### src/rtl/core/clamped_linear_interpolation_table_top_assert.svh
// Assertion macros for the clamped interpolation table.
// Used by the top level only; needs nothing else.
`ifndef CLAMPED_LINEAR_INTERPOLATION_TABLE_TOP_ASSERT_SVH
`define CLAMPED_LINEAR_INTERPOLATION_TABLE_TOP_ASSERT_SVH

// Consequent must hold in the same cycle as the antecedent.
`define CLTAB_ASSERT_NOW(label, clk, rst, pre, post) \
   label: assert property (@(posedge clk) disable iff (rst) (pre) |-> (post)) \
      else $error("cltab: same-cycle check failed");

// Consequent must hold in the cycle after the antecedent.
`define CLTAB_ASSERT_NEXT(label, clk, rst, pre, post) \
   label: assert property (@(posedge clk) disable iff (rst) (pre) |=> (post)) \
      else $error("cltab: next-cycle check failed");

`endif

### src/rtl/core/cltab_pkg.sv
// Shared types and constants for the clamped interpolation table.
// Used by cltab_ctrl, cltab_dpath and the top level; depends on nothing.
`default_nettype none

package cltab_pkg;

   localparam int DEF_TABLE_ROWS = 64;
   localparam int DEF_KEY_BITS   = 32;
   localparam int DEF_VALUE_BITS = 32;

   // width of one slice of the multiplicand taken per multiply step
   localparam int MUL_CHUNK = 16;

   localparam logic CMD_WRITE  = 1'b0;
   localparam logic CMD_LOOKUP = 1'b1;

   localparam logic STATUS_OK     = 1'b0;
   localparam logic STATUS_REJECT = 1'b1;

   typedef enum logic [2:0] {
      ST_IDLE,
      ST_FIRST,
      ST_LAST,
      ST_SEARCH,
      ST_PREP,
      ST_MUL,
      ST_DIV,
      ST_RESULT
   } state_type;

   typedef enum logic [3:0] {
      OP_HOLD,
      OP_LOAD,
      OP_FIRST,
      OP_LAST,
      OP_SEARCH,
      OP_PREP,
      OP_MUL,
      OP_DIV,
      OP_SEND
   } op_type;

   typedef struct packed {
      logic first_hit;
      logic last_hit;
      logic more;
      logic mul_last;
      logic div_last;
   } dp_status_type;

endpackage

`default_nettype wire

### src/rtl/core/cltab_ctrl.sv
// Sequencer of the clamped interpolation table: handshakes and step order.
// Depends on cltab_pkg; drives cltab_dpath through an op code.
`default_nettype none

module cltab_ctrl (
   input  logic                     clock,
   input  logic                     reset,
   input  logic                     req_tvalid,
   output logic                     req_tready,
   input  logic                     req_command,
   output logic                     rsp_tvalid,
   input  logic                     rsp_tready,
   input  cltab_pkg::dp_status_type dp_status,
   output cltab_pkg::op_type        dp_op
);

   cltab_pkg::state_type state_ff, state_in;
   logic                 rsp_valid_ff, rsp_valid_in;

   always_ff @(posedge clock) begin
      if (reset) begin
         state_ff     <= cltab_pkg::ST_IDLE;
         rsp_valid_ff <= 1'b0;
      end else begin
         state_ff     <= state_in;
         rsp_valid_ff <= rsp_valid_in;
      end
   end

   always_comb begin
      state_in     = state_ff;
      dp_op        = cltab_pkg::OP_HOLD;
      req_tready   = 1'b0;
      rsp_valid_in = rsp_valid_ff && !rsp_tready;
      case (state_ff)
         cltab_pkg::ST_IDLE: begin
            req_tready = 1'b1;
            if (req_tvalid) begin
               dp_op    = cltab_pkg::OP_LOAD;
               state_in = (req_command == cltab_pkg::CMD_LOOKUP) ?
                          cltab_pkg::ST_FIRST : cltab_pkg::ST_RESULT;
            end
         end
         cltab_pkg::ST_FIRST: begin
            dp_op    = cltab_pkg::OP_FIRST;
            state_in = dp_status.first_hit ? cltab_pkg::ST_RESULT : cltab_pkg::ST_LAST;
         end
         cltab_pkg::ST_LAST: begin
            dp_op = cltab_pkg::OP_LAST;
            if (dp_status.last_hit) begin
               state_in = cltab_pkg::ST_RESULT;
            end else if (dp_status.more) begin
               state_in = cltab_pkg::ST_SEARCH;
            end else begin
               state_in = cltab_pkg::ST_PREP;
            end
         end
         cltab_pkg::ST_SEARCH: begin
            dp_op = cltab_pkg::OP_SEARCH;
            if (!dp_status.more) begin
               state_in = cltab_pkg::ST_PREP;
            end
         end
         cltab_pkg::ST_PREP: begin
            dp_op    = cltab_pkg::OP_PREP;
            state_in = cltab_pkg::ST_MUL;
         end
         cltab_pkg::ST_MUL: begin
            dp_op = cltab_pkg::OP_MUL;
            if (dp_status.mul_last) begin
               state_in = cltab_pkg::ST_DIV;
            end
         end
         cltab_pkg::ST_DIV: begin
            dp_op = cltab_pkg::OP_DIV;
            if (dp_status.div_last) begin
               state_in = cltab_pkg::ST_RESULT;
            end
         end
         cltab_pkg::ST_RESULT: begin
            // load the output register only once its previous transfer is gone
            if (!rsp_valid_ff || rsp_tready) begin
               dp_op        = cltab_pkg::OP_SEND;
               rsp_valid_in = 1'b1;
               state_in     = cltab_pkg::ST_IDLE;
            end
         end
         default: begin
            state_in = cltab_pkg::ST_IDLE;
         end
      endcase
   end

   assign rsp_tvalid = rsp_valid_ff;

endmodule

`default_nettype wire

### config.mk
export PLATFORM = sky130hd
export DESIGN_NAME = cltab_ctrl
export DESIGN_NICKNAME = d
export VERILOG_FILES = /design/src/rtl/core/clamped_linear_interpolation_table_top_assert.svh /design/src/rtl/core/cltab_pkg.sv /design/src/rtl/core/cltab_ctrl.sv
export SDC_FILE = /design/constraint.sdc
export NUM_CORES = 1
export LEC_CHECK = 0
export ABC_AREA = 1
export BUFFER_PORTS_ARGS = -buffer_cell sky130_fd_sc_hd__clkbuf_2
export CORE_AREA = 2 2 39 41
export CTS_BUF_LIST = sky130_fd_sc_hd__clkbuf_4
export CTS_CLUSTER_DIAMETER = 200
export DETAILED_ROUTE_END_ITERATION = 8
export DIE_AREA = 0 0 41 43
export SLEW_MARGIN = 10
export SYNTH_ARGS = -nofsm -noshare
export SYNTH_HDL_FRONTEND = slang
export SYNTH_SLANG_ARGS = --single-unit
### constraint.sdc
create_clock -name clock -period 1.49 [get_ports clock]
set_input_delay 0.2235 -clock clock [delete_from_list [all_inputs] [get_ports clock]]
set_output_delay 0.2235 -clock clock [all_outputs]
set_load 0.02 [all_outputs]
-- After elaboration in Yosys (flattened, before gate mapping)
Cells that the tools add are included.
- eq/ne operators: 12
- order comparisons: 0
- mux-type cells: 16
- $add $sub $neg: 0
- divide/modulo/power cells: 0
- reduce and logical (&&, ||, !) cells: 6
- $mul: 0
- bitwise operators: 0
- shifts and indexed selects: 0
- operators with widths (kind ; count):
    $pmux W4 S8 ; 1
    $mux W3 ; 9
    $pmux W3 S8 ; 1
    $eq A3 B3 Y1 const B ; 4
    $ne A2 B2 Y1 const B ; 5
    $eq A3 B2 Y1 const B ; 2
    $reduce_and A5 Y1 ; 1
    $mux W1 ; 4
    $mux W4 ; 1
    $eq A3 B1 Y1 const B ; 1
    $logic_not A3 Y1 ; 1
    $logic_not A1 Y1 ; 2
    $logic_and A1 B1 Y1 ; 1
    $logic_or A1 B1 Y1 ; 1
- flip-flop bits (word level): 4
- latch bits: 0
- logic and storage cells: 36
- ROM bits: 0
- output and inout bits: 6
- input bits: 10
- memories kept: 0
- RAM bits: 0

-- Logic depth before layout (Yosys ltp)
- word-level depth: 4
- depth in mapped cells: 9
- mapped depth without buffers: 9

-- Worst setup path before layout
No wires, ideal clock.
- kind: register to output
- start point: reg state_ff[2]
- end point: out dp_op[0]
- path buffers: 0
- arrival: 966 ps
- cell stages (with the launch flop): 3
- data required time: 1266 ps
- path slack: 301 ps
- cells stage by stage: dfxtp_1 nor2_1 o21ai_0
- longest elaborated chain between the ends: 2
- elaborated cells between the ends (all ways): 9
- classes of those cells: eq/ne: 7; mux: 1; reduce/logical: 1
- ends and longest elaborated chain (item ; RTL line ; source):
    start, declared ; cltab_ctrl.sv:17 ; cltab_pkg::state_type state_ff, state_in;
    start signal, assigned ; cltab_ctrl.sv:22 ; state_ff <= cltab_pkg::ST_IDLE;
    start signal, assigned ; cltab_ctrl.sv:25 ; state_ff <= state_in;
    $eq A3 B3 Y1, or another cell as far along ; cltab_ctrl.sv:35 ; case (state_ff)
    $pmux W4 S8 (*) ; cltab_ctrl.sv:35 ;
    end, declared ; cltab_ctrl.sv:14 ; output cltab_pkg::op_type dp_op
Every way passes the cells marked *; elsewhere a longest branch is shown, timed or not.

-- Worst setup path after layout
- start point: reg state_ff[0]
- end point: out dp_op[1]
Same word-level chain as after synthesis.

==> flow_summary.ini <==
[critical_path]
rr_worst_depth = 6
cp-end-kind = output port
path_cells = inv_2, nand3_2, inv_1, nor2_1, nand2_1, clkbuf_2
start_kind = flop
worstPathArrival_ps = 1170
critPathBufInv = 3
crit_slowest_cell = dfxtp_2
critPathTopFamily = flip-flops
slowest_delay_ps = 360
crit_type = reg2out
cp_num_cells = 6
critical_path.max_fanout = 6
cp.required_ps = 1270

[finish]
final_cell_mix = 15 x clkbuf_2, 12 x nand2_1, 11 x nor2_1
fill_cells = 157
final_nets = 90
antenna_cells = 0
drive_gt1_frac = 0.3974
final_common_cell = clkbuf_2
areaGrowthSynthToFinish_pct = 36.46

[grt]
grt_pass1_wl_mm = 1.469
grt_max_degree = 8
grt_use_total = 0.1245
antenna_found_initial = 0
grt_overflow = 0
first_global_vias = 399

[routing]
drt_iter0_markers = 4
postRouteAntennaNets = 0
wl_per_cell_um = 9.383
first_pass_iters = 2
wirelength_um = 882
vias = 425
viasPerCell = 4.521
drc = 0

[clocking]
clock_sinks = 4
cts_buffers = 3
clk_path_buf_depth = 2
cts_tree = yes
postCtsSetupBuffers = 0
cts_root_buf = clkbuf_4
cts.clk_slew.worst_paths_ps = 40
clk_latency_ps = 240
h-tree-depth = 1

[hold_path]
min_path_type = in2reg
hold_path_depth = 2

[outcome]
outcome = finished clean

[floorplan]
die_area_mm2 = 0.001763
die_h_um = 43
core_area_mm2 = 0.001384
start_util = 0.2505
placementRows = 14
pin_count = 16
die_w_um = 41

[timing]
fin_hold_ws_ps = 179.1
tns_ps = 0
finalSetupViolCount = 0
hold_viol = 0
slew_headroom = 0.8631
rsz0062_at_grt = no
period_share = 0.9381
worst_slew_pin_slew_ps = 204.0
slew_violations = 0
fin_worst_skew_ps = 5.075
period_minus_slack_ps = 1398
clock.fmax_mhz = 715.4

[synthesis]
synth-warning-count = 0
synth_top_family_by_area = simple AND/OR/NAND/NOR gates
synth_fa_ha_area_frac = 0
syn_avg_cell_area_um2 = 5.776
syn-num-nets = 70
synth_area_um2 = 346.6
synth_compound_area_frac = 0.1408
synth_area_leaders = dfxtp_1 23%, nand2_1 13%, nor2_1 12%
synthSimpleGateAreaFrac = 0.5199
synth_cells = 60
synthXorXnorAreaFrac = 0
synth_top_area_frac = 0.2310
seq_area_frac_synth = 0.2310
synth_mux_area_frac = 0
yosys.cell_types.count = 17
ys_ff_latch = 4
yosys.area.top_type = dfxtp_1

[placed_design]
dp_hpwl_um = 755.4
gp_congestion = 0.7581
port_buffers = 15

[power_and_ir_drop]
p_leak_nw = 0.2635
max-vdd-ir-drop_mv = 0.5880
powerDensity_mw_per_mm2 = 2064

[run]
drv_cap = 0
-- layer usage --
metal	wire length (µm)	track usage	up-vias
met5	0	0	-
met4	15	0.1000	0
met3	32	0.01571	2
met1	366	0.1350	190
met2	468	0.2000	8
li1	-	-	225
-- repair_timing --
action	4_1_cts	5_1_grt
pin swaps	0	0
hold buffers	0	0
setup endpoints to repair	1	2
resized for setup	1	4
-- flip-flops by register name, indices dropped and copies added (netlist names) --
name / cells
state_ff: 3
rsp_tvalid: 1
-- kinds of logic after synthesis --
| logic type | count (synthesis) |
|---|---|
| buffers and inverters | 10 |
| flip-flops | 4 |
| AND/OR/NAND/NOR | 38 |
| AO/OA/AOI/OAI | 8 |
-- through the flow --
step	cells	area (µm²)	power [W]	util	setup WS [ps]
finish	94	473.0	0.0009762	0.3418	92.17
global route	94	473.0	0.001069	0.3418	12.07
floorplan	60	346.6	0.0006538	-	300.8
global placement	91	441.7	0.0008130	0.3192	296.3
detailed placement	91	441.7	0.0008159	0.3192	228.3
CTS	94	465.4	0.0009636	0.3363	28.88
-- where the power goes --
| group | switching (W) | internal, W | total (W) | leakage [nW] |
|---|---|---|---|---|
| Sequential | 0.0000671 | 0.000156 | 0.000223 | 0.0338 |
| Clock | 0.0000493 | 0.0000904 | 0.000140 | 0.0138 |
| Combinational | 0.000393 | 0.000220 | 0.000614 | 0.216 |
| Total | 0.000510 | 0.000467 | 0.000976 | 0.263 |
-- synth_stat cells --
master / n
a21oi_1: 2
a21oi_2: 1
dfxtp_1: 4
inv_1: 9
inv_2: 1
nand2_1: 12
nand2_2: 2
nand3_1: 6
nand3b_1: 2
nor2_1: 11
nor2_2: 3
nor2_4: 1
o211ai_1: 1
o21a_1: 1
o21ai_0: 2
o21ai_1: 1
or2_1: 1
-- final timing paths --
check                                               from                        to  slack (ps)
worst max-delay path            state_ff[0]$_SDFFE_PP0P_                  dp_op[1]          90
worst min-delay path                               reset     rsp_tvalid$_SDFF_PP0_         180
worst max register to register  state_ff[1]$_SDFFE_PP0P_  state_ff[2]$_SDFFE_PP0P_         340
worst min register to register     rsp_tvalid$_SDFF_PP0_     rsp_tvalid$_SDFF_PP0_         500
-- worst reg2reg max path, cell delays in order (launching register included) --
cell	delay, ps
dfxtp_2	350
nor2_1	170
nand2_1	90
or2_1	240
nand3_1	90
nor2_1	40
nor2_1	90
-- layout make-up --
class,instances,area (µm²),share of cell area
timing repair buffer,15,75.07,0.1587
multi-input combinational,46,234.0,0.4947
inverter,10,37.54,0.07937
sequential,4,83.83,0.1772
clock buffer,3,22.52,0.04762
tap,16,20.02,0.04233
(Power assumes the default switching activity.)
